`src/rtl/core/fhfa_pkg.sv`:
```
// ----------------------------------------------------------------------------
// Free-hole fit allocator package
// Shared widths, operation and status codes, sequencer states and the
// result record of the slot scan.
// ----------------------------------------------------------------------------
package fhfa_pkg;

  localparam int unsigned HoleSlots = 32;
  localparam int unsigned SlotW     = $clog2(HoleSlots);
  localparam int unsigned CntW      = SlotW + 1;
  localparam int unsigned AddrW     = 20;
  localparam int unsigned LenW      = AddrW + 1;

  typedef enum logic [1:0] {
    FuncLoad    = 2'd0,
    FuncAlloc   = 2'd1,
    FuncRelease = 2'd2,
    FuncNone    = 2'd3
  } func_e;

  typedef enum logic [1:0] {
    StOk    = 2'd0,
    StNoFit = 2'd1,
    StFull  = 2'd2,
    StRsvd  = 2'd3
  } status_e;

  typedef enum logic [1:0] {
    PolFirst = 2'd0,
    PolBest  = 2'd1,
    PolWorst = 2'd2,
    PolNone  = 2'd3
  } policy_e;

  typedef enum logic [1:0] {
    SIdle,
    SScan,
    SCommit
  } state_e;

  // What one pass over the hole table has found.
  typedef struct packed {
    logic             best_found;
    logic [SlotW-1:0] best_idx;
    logic [AddrW-1:0] best_start;
    logic [LenW-1:0]  best_len;
    logic             free_found;
    logic [SlotW-1:0] free_idx;
    logic             left_found;
    logic [SlotW-1:0] left_idx;
    logic [LenW-1:0]  left_len;
    logic             right_found;
    logic [SlotW-1:0] right_idx;
    logic [LenW-1:0]  right_len;
  } scan_res_t;

endpackage

```
`src/rtl/core/fhfa_eval.sv`:
```
// ----------------------------------------------------------------------------
// Slot evaluator
// Compares one hole slot per cycle, while enabled, against the running
// fit choice, the first free slot and the release neighbors, and keeps the results.
// ----------------------------------------------------------------------------
module fhfa_eval (
  input  logic                         clk_i,
  input  logic                         rst_ni,
  input  logic                         clear_i,
  input  logic                         en_i,
  input  logic [1:0]                   policy_i,
  input  logic [fhfa_pkg::LenW-1:0]    req_i,
  input  logic [fhfa_pkg::AddrW-1:0]   base_i,
  input  logic [fhfa_pkg::AddrW-1:0]   limit_i,
  input  logic [fhfa_pkg::SlotW-1:0]   idx_i,
  input  logic                         slot_valid_i,
  input  logic [fhfa_pkg::AddrW-1:0]   slot_start_i,
  input  logic [fhfa_pkg::LenW-1:0]    slot_len_i,
  output fhfa_pkg::scan_res_t          res_o
);

  fhfa_pkg::scan_res_t res_q, res_d;
  logic [fhfa_pkg::LenW:0]   end_sum;
  logic [fhfa_pkg::AddrW:0]  limit_next;
  logic                      better;
  logic                      fits;

  // Preference of the current slot over the held choice.
  always_comb begin
    better = slot_start_i < res_q.best_start;
    if (policy_i == fhfa_pkg::PolBest && slot_len_i != res_q.best_len) begin
      better = slot_len_i < res_q.best_len;
    end else if (policy_i == fhfa_pkg::PolWorst && slot_len_i != res_q.best_len) begin
      better = slot_len_i > res_q.best_len;
    end
  end

  assign fits       = slot_valid_i && (slot_len_i >= req_i);
  assign end_sum    = {2'b00, slot_start_i} + {1'b0, slot_len_i};
  assign limit_next = {1'b0, limit_i} + {{fhfa_pkg::AddrW{1'b0}}, 1'b1};

  // Update of the held results for this slot.
  always_comb begin
    res_d = res_q;
    if (fits && (!res_q.best_found || better)) begin
      res_d.best_found = 1'b1;
      res_d.best_idx   = idx_i;
      res_d.best_start = slot_start_i;
      res_d.best_len   = slot_len_i;
    end
    if (!slot_valid_i && !res_q.free_found) begin
      res_d.free_found = 1'b1;
      res_d.free_idx   = idx_i;
    end
    if (slot_valid_i && !res_q.left_found && end_sum == {2'b00, base_i}) begin
      res_d.left_found = 1'b1;
      res_d.left_idx   = idx_i;
      res_d.left_len   = slot_len_i;
    end
    if (slot_valid_i && !res_q.right_found && {1'b0, slot_start_i} == limit_next) begin
      res_d.right_found = 1'b1;
      res_d.right_idx   = idx_i;
      res_d.right_len   = slot_len_i;
    end
  end

  // Found flags are control state; the rest is payload.
  always_ff @(posedge clk_i or negedge rst_ni) begin
    if (!rst_ni) begin
      res_q <= '0;
    end else if (clear_i) begin
      res_q.best_found  <= 1'b0;
      res_q.free_found  <= 1'b0;
      res_q.left_found  <= 1'b0;
      res_q.right_found <= 1'b0;
    end else if (en_i) begin
      res_q <= res_d;
    end
  end

  assign res_o = res_q;

endmodule

```
`src/rtl/core/free_hole_fit_allocator.sv`:
```
// ----------------------------------------------------------------------------
// Free-hole fit allocator
// Hole table with load, first/best/worst fit allocate and release that coalesces in dynamic mode.
// ----------------------------------------------------------------------------
//  Channel   Direction  Handshake            Payload
//  input     in         in_valid_i/in_stall_o func, request_size, region_base/limit
//  output    out        out_valid_o/out_stall_i status, alloc_base, alloc_limit
//  config    in         APB psel/penable      fit_policy (0x0), dynamic_mode (0x4)
//
// Every transaction is accepted, then sweeps the 32 hole slots through the
// single-port table read and the slot evaluator, then commits. The block
// stalls its input for the whole sweep and commit.
// Reset clears the valid bits and the control state; table contents are not
// cleared. A stalled output holds the commit until the result register frees.
module free_hole_fit_allocator (
  input  logic        clk_i,
  input  logic        rst_ni,
  input  logic        in_valid_i,
  output logic        in_stall_o,
  input  logic [1:0]  func_i,
  input  logic [20:0] request_size_i,
  input  logic [19:0] region_base_i,
  input  logic [19:0] region_limit_i,
  output logic        out_valid_o,
  input  logic        out_stall_i,
  output logic [1:0]  status_o,
  output logic [19:0] alloc_base_o,
  output logic [19:0] alloc_limit_o,
  input  logic        psel,
  input  logic        penable,
  input  logic        pwrite,
  input  logic [2:0]  paddr,
  input  logic [31:0] pwdata,
  output logic [31:0] prdata,
  output logic        pready
);

  localparam int unsigned SlotW = fhfa_pkg::SlotW;
  localparam int unsigned AddrW = fhfa_pkg::AddrW;
  localparam int unsigned LenW  = fhfa_pkg::LenW;
  localparam int unsigned CntW  = fhfa_pkg::CntW;

  fhfa_pkg::state_e state_q, state_d;

  logic [1:0]       policy_q;
  logic             dyn_q;
  logic [1:0]       func_q;
  logic [LenW-1:0]  req_q;
  logic [AddrW-1:0] base_q;
  logic [AddrW-1:0] limit_q;
  logic [CntW-1:0]  cnt_q;
  logic [fhfa_pkg::HoleSlots-1:0] valid_q;

  logic [AddrW-1:0] start_mem [fhfa_pkg::HoleSlots];
  logic [LenW-1:0]  len_mem [fhfa_pkg::HoleSlots];
  logic [AddrW-1:0] rd_start_q;
  logic [LenW-1:0]  rd_len_q;

  logic             out_valid_q;
  logic [1:0]       status_q;
  logic [AddrW-1:0] gbase_q;
  logic [AddrW-1:0] glimit_q;

  logic             accept;
  logic             eval_en;
  logic             commit_go;
  logic             out_free;
  logic [SlotW-1:0] eval_idx;
  fhfa_pkg::scan_res_t res;

  logic             wr_en;
  logic [SlotW-1:0] wr_idx;
  logic [AddrW-1:0] wr_start;
  logic [LenW-1:0]  wr_len;
  logic             set_valid;
  logic             clr_valid;
  logic [SlotW-1:0] clr_idx;
  logic [1:0]       cm_status;
  logic [AddrW-1:0] cm_gbase;
  logic [AddrW-1:0] cm_glimit;
  logic [LenW-1:0]  rel_size;
  logic [LenW+1:0]  merge_sum;
  logic [LenW:0]    right_sum;
  logic [LenW:0]    tail_end;
  logic [LenW:0]    full_end;
  logic [LenW:0]    left_start;

  // Configuration port.
  assign pready = 1'b1;
  always_ff @(posedge clk_i or negedge rst_ni) begin
    if (!rst_ni) begin
      policy_q <= fhfa_pkg::PolFirst;
      dyn_q    <= 1'b1;
    end else if (psel && penable && pwrite) begin
      if (paddr[2]) begin
        dyn_q <= pwdata[0];
      end else begin
        policy_q <= pwdata[1:0];
      end
    end
  end
  assign prdata = paddr[2] ? {31'd0, dyn_q} : {30'd0, policy_q};

  // Next-state logic of the sequencer.
  always_comb begin
    state_d = state_q;
    case (state_q)
      fhfa_pkg::SIdle: begin
        if (in_valid_i) state_d = fhfa_pkg::SScan;
      end
      fhfa_pkg::SScan: begin
        if (cnt_q == CntW'(fhfa_pkg::HoleSlots)) state_d = fhfa_pkg::SCommit;
      end
      fhfa_pkg::SCommit: begin
        if (out_free) state_d = fhfa_pkg::SIdle;
      end
      default: state_d = fhfa_pkg::SIdle;
    endcase
  end

  // Output logic of the sequencer.
  always_comb begin
    in_stall_o = 1'b1;
    eval_en    = 1'b0;
    commit_go  = 1'b0;
    case (state_q)
      fhfa_pkg::SIdle:   in_stall_o = 1'b0;
      fhfa_pkg::SScan:   eval_en    = (cnt_q != '0);
      fhfa_pkg::SCommit: commit_go  = out_free;
      default:           in_stall_o = 1'b1;
    endcase
  end

  assign accept   = in_valid_i && !in_stall_o;
  assign out_free = !out_valid_q || !out_stall_i;
  assign eval_idx = cnt_q[SlotW-1:0] - SlotW'(1);

  // Sequencer state, sweep counter and captured transaction.
  always_ff @(posedge clk_i or negedge rst_ni) begin
    if (!rst_ni) begin
      state_q <= fhfa_pkg::SIdle;
      cnt_q   <= '0;
    end else begin
      state_q <= state_d;
      if (accept) begin
        cnt_q <= '0;
      end else if (state_q == fhfa_pkg::SScan) begin
        cnt_q <= cnt_q + CntW'(1);
      end
    end
  end

  always_ff @(posedge clk_i) begin
    if (accept) begin
      func_q  <= func_i;
      req_q   <= request_size_i;
      base_q  <= region_base_i;
      limit_q <= region_limit_i;
    end
  end

  // Hole table: one write port, one registered read port swept by the counter.
  always_ff @(posedge clk_i) begin
    if (commit_go && wr_en) begin
      start_mem[wr_idx] <= wr_start;
      len_mem[wr_idx]   <= wr_len;
    end
    rd_start_q <= start_mem[cnt_q[SlotW-1:0]];
    rd_len_q   <= len_mem[cnt_q[SlotW-1:0]];
  end

  fhfa_eval u_eval (
    .clk_i        (clk_i),
    .rst_ni       (rst_ni),
    .clear_i      (accept),
    .en_i         (eval_en),
    .policy_i     (policy_q),
    .req_i        (req_q),
    .base_i       (base_q),
    .limit_i      (limit_q),
    .idx_i        (eval_idx),
    .slot_valid_i (valid_q[eval_idx]),
    .slot_start_i (rd_start_q),
    .slot_len_i   (rd_len_q),
    .res_o        (res)
  );

  // Commit arithmetic of the allocate and release operations.
  assign rel_size  = {1'b0, limit_q} - {1'b0, base_q} + LenW'(1);
  assign merge_sum = {2'b00, res.left_len} + {2'b00, rel_size}
                   + (res.right_found ? {2'b00, res.right_len} : '0);
  assign right_sum = {1'b0, res.right_len} + {1'b0, rel_size};
  assign tail_end  = {2'b00, res.best_start} + {1'b0, req_q};
  assign full_end  = {2'b00, res.best_start} + {1'b0, res.best_len};
  // The left neighbor ends exactly at the base, so its start is base minus length.
  assign left_start = {2'b00, base_q} - {1'b0, res.left_len};

  // Table update and result of the transaction.
  always_comb begin
    wr_en     = 1'b0;
    wr_idx    = res.free_idx;
    wr_start  = base_q;
    wr_len    = req_q;
    set_valid = 1'b0;
    clr_valid = 1'b0;
    clr_idx   = res.best_idx;
    cm_status = fhfa_pkg::StOk;
    cm_gbase  = '0;
    cm_glimit = '0;
    case (func_q)
      fhfa_pkg::FuncLoad: begin
        if (req_q != '0) begin
          if (res.free_found) begin
            wr_en     = 1'b1;
            set_valid = 1'b1;
          end else begin
            cm_status = fhfa_pkg::StFull;
          end
        end
      end
      fhfa_pkg::FuncAlloc: begin
        if (req_q == '0 || policy_q == fhfa_pkg::PolNone || !res.best_found) begin
          cm_status = fhfa_pkg::StNoFit;
        end else begin
          cm_gbase = res.best_start;
          if (dyn_q && res.best_len > req_q) begin
            cm_glimit = tail_end[AddrW-1:0] - AddrW'(1);
            wr_en     = 1'b1;
            wr_idx    = res.best_idx;
            wr_start  = tail_end[AddrW-1:0];
            wr_len    = res.best_len - req_q;
          end else begin
            cm_glimit = full_end[AddrW-1:0] - AddrW'(1);
            clr_valid = 1'b1;
          end
        end
      end
      fhfa_pkg::FuncRelease: begin
        if (limit_q >= base_q) begin
          wr_len = rel_size;
          if (dyn_q && res.left_found) begin
            // Grow the left neighbor, absorbing the right one if present.
            wr_en    = 1'b1;
            wr_idx   = res.left_idx;
            wr_start = left_start[AddrW-1:0];
            wr_len   = (merge_sum[LenW+1:LenW] != 2'b00) ? '1 : merge_sum[LenW-1:0];
            clr_valid = res.right_found;
            clr_idx   = res.right_idx;
          end else if (dyn_q && res.right_found) begin
            wr_en    = 1'b1;
            wr_idx   = res.right_idx;
            wr_len   = right_sum[LenW] ? '1 : right_sum[LenW-1:0];
          end else if (res.free_found) begin
            wr_en     = 1'b1;
            set_valid = 1'b1;
          end else begin
            cm_status = fhfa_pkg::StFull;
          end
        end
      end
      default: cm_status = fhfa_pkg::StOk;
    endcase
  end

  // Valid bits of the hole slots.
  always_ff @(posedge clk_i or negedge rst_ni) begin
    if (!rst_ni) begin
      valid_q <= '0;
    end else if (commit_go) begin
      if (set_valid) valid_q[wr_idx]  <= 1'b1;
      if (clr_valid) valid_q[clr_idx] <= 1'b0;
    end
  end

  // Result register.
  always_ff @(posedge clk_i or negedge rst_ni) begin
    if (!rst_ni) begin
      out_valid_q <= 1'b0;
    end else if (commit_go) begin
      out_valid_q <= 1'b1;
    end else if (!out_stall_i) begin
      out_valid_q <= 1'b0;
    end
  end

  always_ff @(posedge clk_i) begin
    if (commit_go) begin
      status_q <= cm_status;
      gbase_q  <= cm_gbase;
      glimit_q <= cm_glimit;
    end
  end

  assign out_valid_o   = out_valid_q;
  assign status_o      = status_q;
  assign alloc_base_o  = gbase_q;
  assign alloc_limit_o = glimit_q;

`ifndef SYNTHESIS
  // A new result appears only out of the commit step.
  assert property (@(posedge clk_i) disable iff (!rst_ni)
    $rose(out_valid_q) |-> $past(state_q) == fhfa_pkg::SCommit)
    else $error("result raised outside commit");

  // An accepted transaction always starts a sweep at slot zero.
  assert property (@(posedge clk_i) disable iff (!rst_ni)
    accept |=> (state_q == fhfa_pkg::SScan) && (cnt_q == '0))
    else $error("sweep did not start after accept");

  // Only a successful grant carries addresses.
  assert property (@(posedge clk_i) disable iff (!rst_ni)
    (out_valid_q && status_q != fhfa_pkg::StOk) |-> (gbase_q == '0) && (glimit_q == '0))
    else $error("failed request carries addresses");
`endif

endmodule
```
`config.mk`:
```
export PLATFORM = sky130hd
export DESIGN_NAME = free_hole_fit_allocator
export DESIGN_NICKNAME = d
export VERILOG_FILES = /design/src/rtl/core/fhfa_pkg.sv /design/src/rtl/core/fhfa_eval.sv /design/src/rtl/core/free_hole_fit_allocator.sv
export SDC_FILE = /design/constraint.sdc
export NUM_CORES = 2
export LEC_CHECK = 0
export ABC_AREA = 0
export ABC_CLOCK_PERIOD_IN_PS = 18800
export CAP_MARGIN = 40
export CELL_PAD_IN_SITES_DETAIL_PLACEMENT = 0
export CELL_PAD_IN_SITES_GLOBAL_PLACEMENT = 1
export CORE_UTILIZATION = 50
export CTS_CLUSTER_SIZE = 28
export DETAILED_ROUTE_END_ITERATION = 8
export DONT_BUFFER_PORTS = 1
export GPL_ROUTABILITY_DRIVEN = 0
export HOLD_SLACK_MARGIN = 0.02
export PLACE_DENSITY = 0.74
export SLEW_MARGIN = 10
export SYNTH_ARGS = -nofsm -noshare
export SYNTH_HDL_FRONTEND = slang
export SYNTH_SLANG_ARGS = --single-unit
```
`constraint.sdc`:
```
create_clock -name clk_i -period 18.8 [get_ports clk_i]
set_input_delay 3.76 -clock clk_i [delete_from_list [all_inputs] [get_ports clk_i]]
set_output_delay 3.76 -clock clk_i [all_outputs]
set_load 0.01 [all_outputs]
```
==> key figures <==
Run status
  – Status: completed

Timing
  – Skew final: 0.0679 ns
  – Final setup viols: 0
  – Worst-margin pin slew: 0.982 ns
  – Final Slew Violations: 0
  – Hold Slack: 0.507 ns
  – Worst slew margin relative to its limit: 34.4%
  – Hold Vio Cnt, Final: 0
  – Fmax: 0.127 GHz
  – RSZ-0062 raised after global routing: false
  – Tcrit/Tclk final: 41.8%
  – Setup WS post-layout: 10.94 ns
  – Post-route setup TNS: 0 ns
  – Period minus WS final: 7.86 ns

Power
  – PwrDens: 155 mW/mm^2
  – Peak VDD IR: 0.000101 V
  – PnR Total Power: 13.0 mW
  – Logic pwr share: 40.7%
  – Clock power share: 24.6%
  – Internal power: 8.35 mW
  – NetSw: 4.69 mW
  – Leakage: 29.7 nW
  – Switching share of power: 36.0%
  – Reg power frac: 34.7%

Worst setup path
  – Data required, critical path: 15.04 ns
  – CP Launch Type: primary input
  – Critical Path, Cell by Cell: mux2_2
  – R2R Path Start: base_q[1]
  – Crit-path max cell delay: 0.34 ns
  – Setup crit end kind: output port
  – Crit-path slowest cell: mux2_2
  – Critical path class: in2out
  – Worst path bufs/invs: 0
  – FF-to-FF path depth: 25
  – Reg-to-Reg End: len_mem[14][8]
  – Critical Path AT: 4.10 ns
  – Crit-path max FO: 4
  – Worst R2R Setup Slack: 11.09 ns
  – Crit-path leading delay family: multiplexers

CTS
  – Clock root cell: clkbuf_16
  – H-Tree Depth: 4
  – CTS Sinks: 1,609
  – Clk slew on worst S/H paths: 0.05 ns
  – Skew-Pair Late Insertion Delay: 0.84 ns
  – CTS tree: yes
  – CTS Buffer Depth: 3
  – Post-CTS Resized: 0
  – Total CTS buffers: 164
  – Setup Fix Bufs, Post-CTS: 0
  – Cts hold-fix bufs: 0

Synth
  – Count of cell types in the netlist: 96
  – Synthesis Warnings: 0
  – Post-Syn Instances: 4,583
  – Synth Cell Area: 0.0746 mm^2
  – Post-synth EDFFs: 1,417
  – Async set or reset register ratio after synthesis: 9.38%
  – Main synth FF type: edfxtp_1
  – Sequential fraction of the synthesis area: 63.2%
  – Synth area leader: edfxtp_1
  – Area contributors post-synth: edfxtp_1 57%, mux4_2 13%, dfrtp_1 5.0%
  – Synth Area per Inst: 16.3 um^2
  – Synthesized flop and latch total: 1,609
  – Synth top area share: 57.0%

Min path
  – Hold Crit Depth: 1
  – Min-delay src: u_eval.res_o[30]
  – Hold Path End: u_eval.res_o[30]
  – Hold Path Class: reg2reg

Detailed routing
  – Remaining DRCs: 0
  – Number of iterations in the first detailed-routing pass: 5
  – Starting DRT DRC Count: 4,575
  – DRT antenna net count: 0
  – Total Wirelength: 212 mm
  – Vias: 43,300
  – DR vias/cell: 6.34
  – Wire length per cell: 31.1 um

Placed design
  – Port bufs: 0
  – DP Area: 0.0790 mm^2
  – Post-DP HPWL: 140 mm
  – Pre-CTS setup slack: 10.94 ns
  – Dpl cells: 6,533

Die
  – Area of the die: 0.151 mm^2
  – Die Wd: 388 um
  – Placeable Area: 0.148 mm^2
  – Ports: 182
  – Die height: 388 um
  – Starting Density: 50.4%
  – Core Rows: 141

GRT
  – GRT Resource Usage Total: 28.3%
  – Global-route wire length before repair: 304 mm
  – Gr ovfl total: 0
  – Vias in the first global route: 42,600
  – Initial antenna violation count: 7
  – Largest net degree at the start of global routing: 152

Final layout
  – Final core utilization: 57.0%
  – Nets@finish: 5,179
  – Post-Layout Cell Count: 6,838
  – Design area: 0.0843 mm^2
  – Share of cells above drive strength 1: 22.1%
  – Area grow syn2layout: 13.0%

Run
  – Maxcap violations: 0
kinds of logic after synthesis:
logic type / synth area share (%)
xor gates and xnor gates: 2.23
adders and majority gates: 5.48
AOI/OAI and AO/OA: 6.77
other: 0.0101
buffers and inverters: 2.76
and+or+nand+nor: 4.32
DFF: 63.2
muxes: 15.2
layout make-up:
| class | count | area (um^2) |
|---|---|---|
| Inverter | 303 | 1140 |
| Clock buffer | 226 | 4400 |
| Fill cell | 11200 | 63700 |
| Timing Repair Buffer | 190 | 2440 |
| Tap cell | 1930 | 2410 |
| Multi-Input combinational cell | 2502 | 25900 |
| Antenna cell | 2 | 5.00 |
| Clock inverter | 76 | 853 |
| Sequential cell | 1609 | 47200 |
cells in the final DEF, fill, tap and decap left out, drive strengths merged, types with 150 or more instances in the layout:
master / instances
edfxtp: 1417
mux4: 419
inv: 313
ha: 266
clkbuf: 226
nor2: 192
a21oi: 191
buf: 189
nand2: 161
dfrtp: 150
synth_stat cells, types with 74 or more instances:
| library cell | count |
|---|---|
| nand2_1 | 161 |
| nor2_1 | 192 |
| inv_1 | 303 |
| xnor2_1 | 113 |
| clkbuf_1 | 118 |
| mux2_2 | 109 |
| o21ai_0 | 127 |
| mux4_2 | 419 |
| a21oi_1 | 190 |
| xor2_1 | 74 |
| dfrtp_1 | 150 |
| ha_1 | 266 |
| edfxtp_1 | 1417 |
routing by layer:
metal | global-route usage (%) | vias to the layer above | routed length (um)
li1 | - | 18400 | -
met1 | 39.3 | 22600 | 86800
met2 | 44.9 | 1904 | 101000
met3 | 4.41 | 361 | 16400
met4 | 11.2 | 0 | 8810
met5 | 0 | - | 0
sequential cells by signal (all words and copies together), names as in the netlist:
name / count
rd_len_q: 21
base_q: 20
alloc_limit_o: 20
policy_q: 2
u_eval.res_o: 107
start_mem: 640
limit_q: 20
alloc_base_o: 20
valid_q: 32
dyn_q: 1
req_q: 21
cnt_q: 6
len_mem: 672
status_o: 2
out_valid_o: 1
func_q: 2
rd_start_q: 20
state_q: 2
power groups by stage:
stage	clock network (mW)	registers, mW	logic (mW)
finish	3.21	4.53	5.30
global route	3.39	4.53	5.71
CTS	3.25	4.52	5.28
detailed placement	0	4.59	5.25
global placement	0	4.66	5.00
floorplan	0	4.44	3.65
how the worst max path moves through the flow:
| stage | slack, ns | startpoint | depth (start not counted) | endpoint |
|---|---|---|---|---|
| floorplan | 7.82 | out_stall_i | 4 | len_mem[3][0] |
| detailed placement | 10.94 | paddr[2] | 1 | prdata[0] |
| global route | 10.82 | base_q[1] | 25 | len_mem[27][18] |
| global placement | 10.79 | base_q[1] | 24 | len_mem[14][8] |
| CTS | 10.94 | paddr[2] | 1 | prdata[0] |
| finish | 10.94 | paddr[2] | 1 | prdata[0] |
Note: power is estimated with default switching activity, not from simulation.
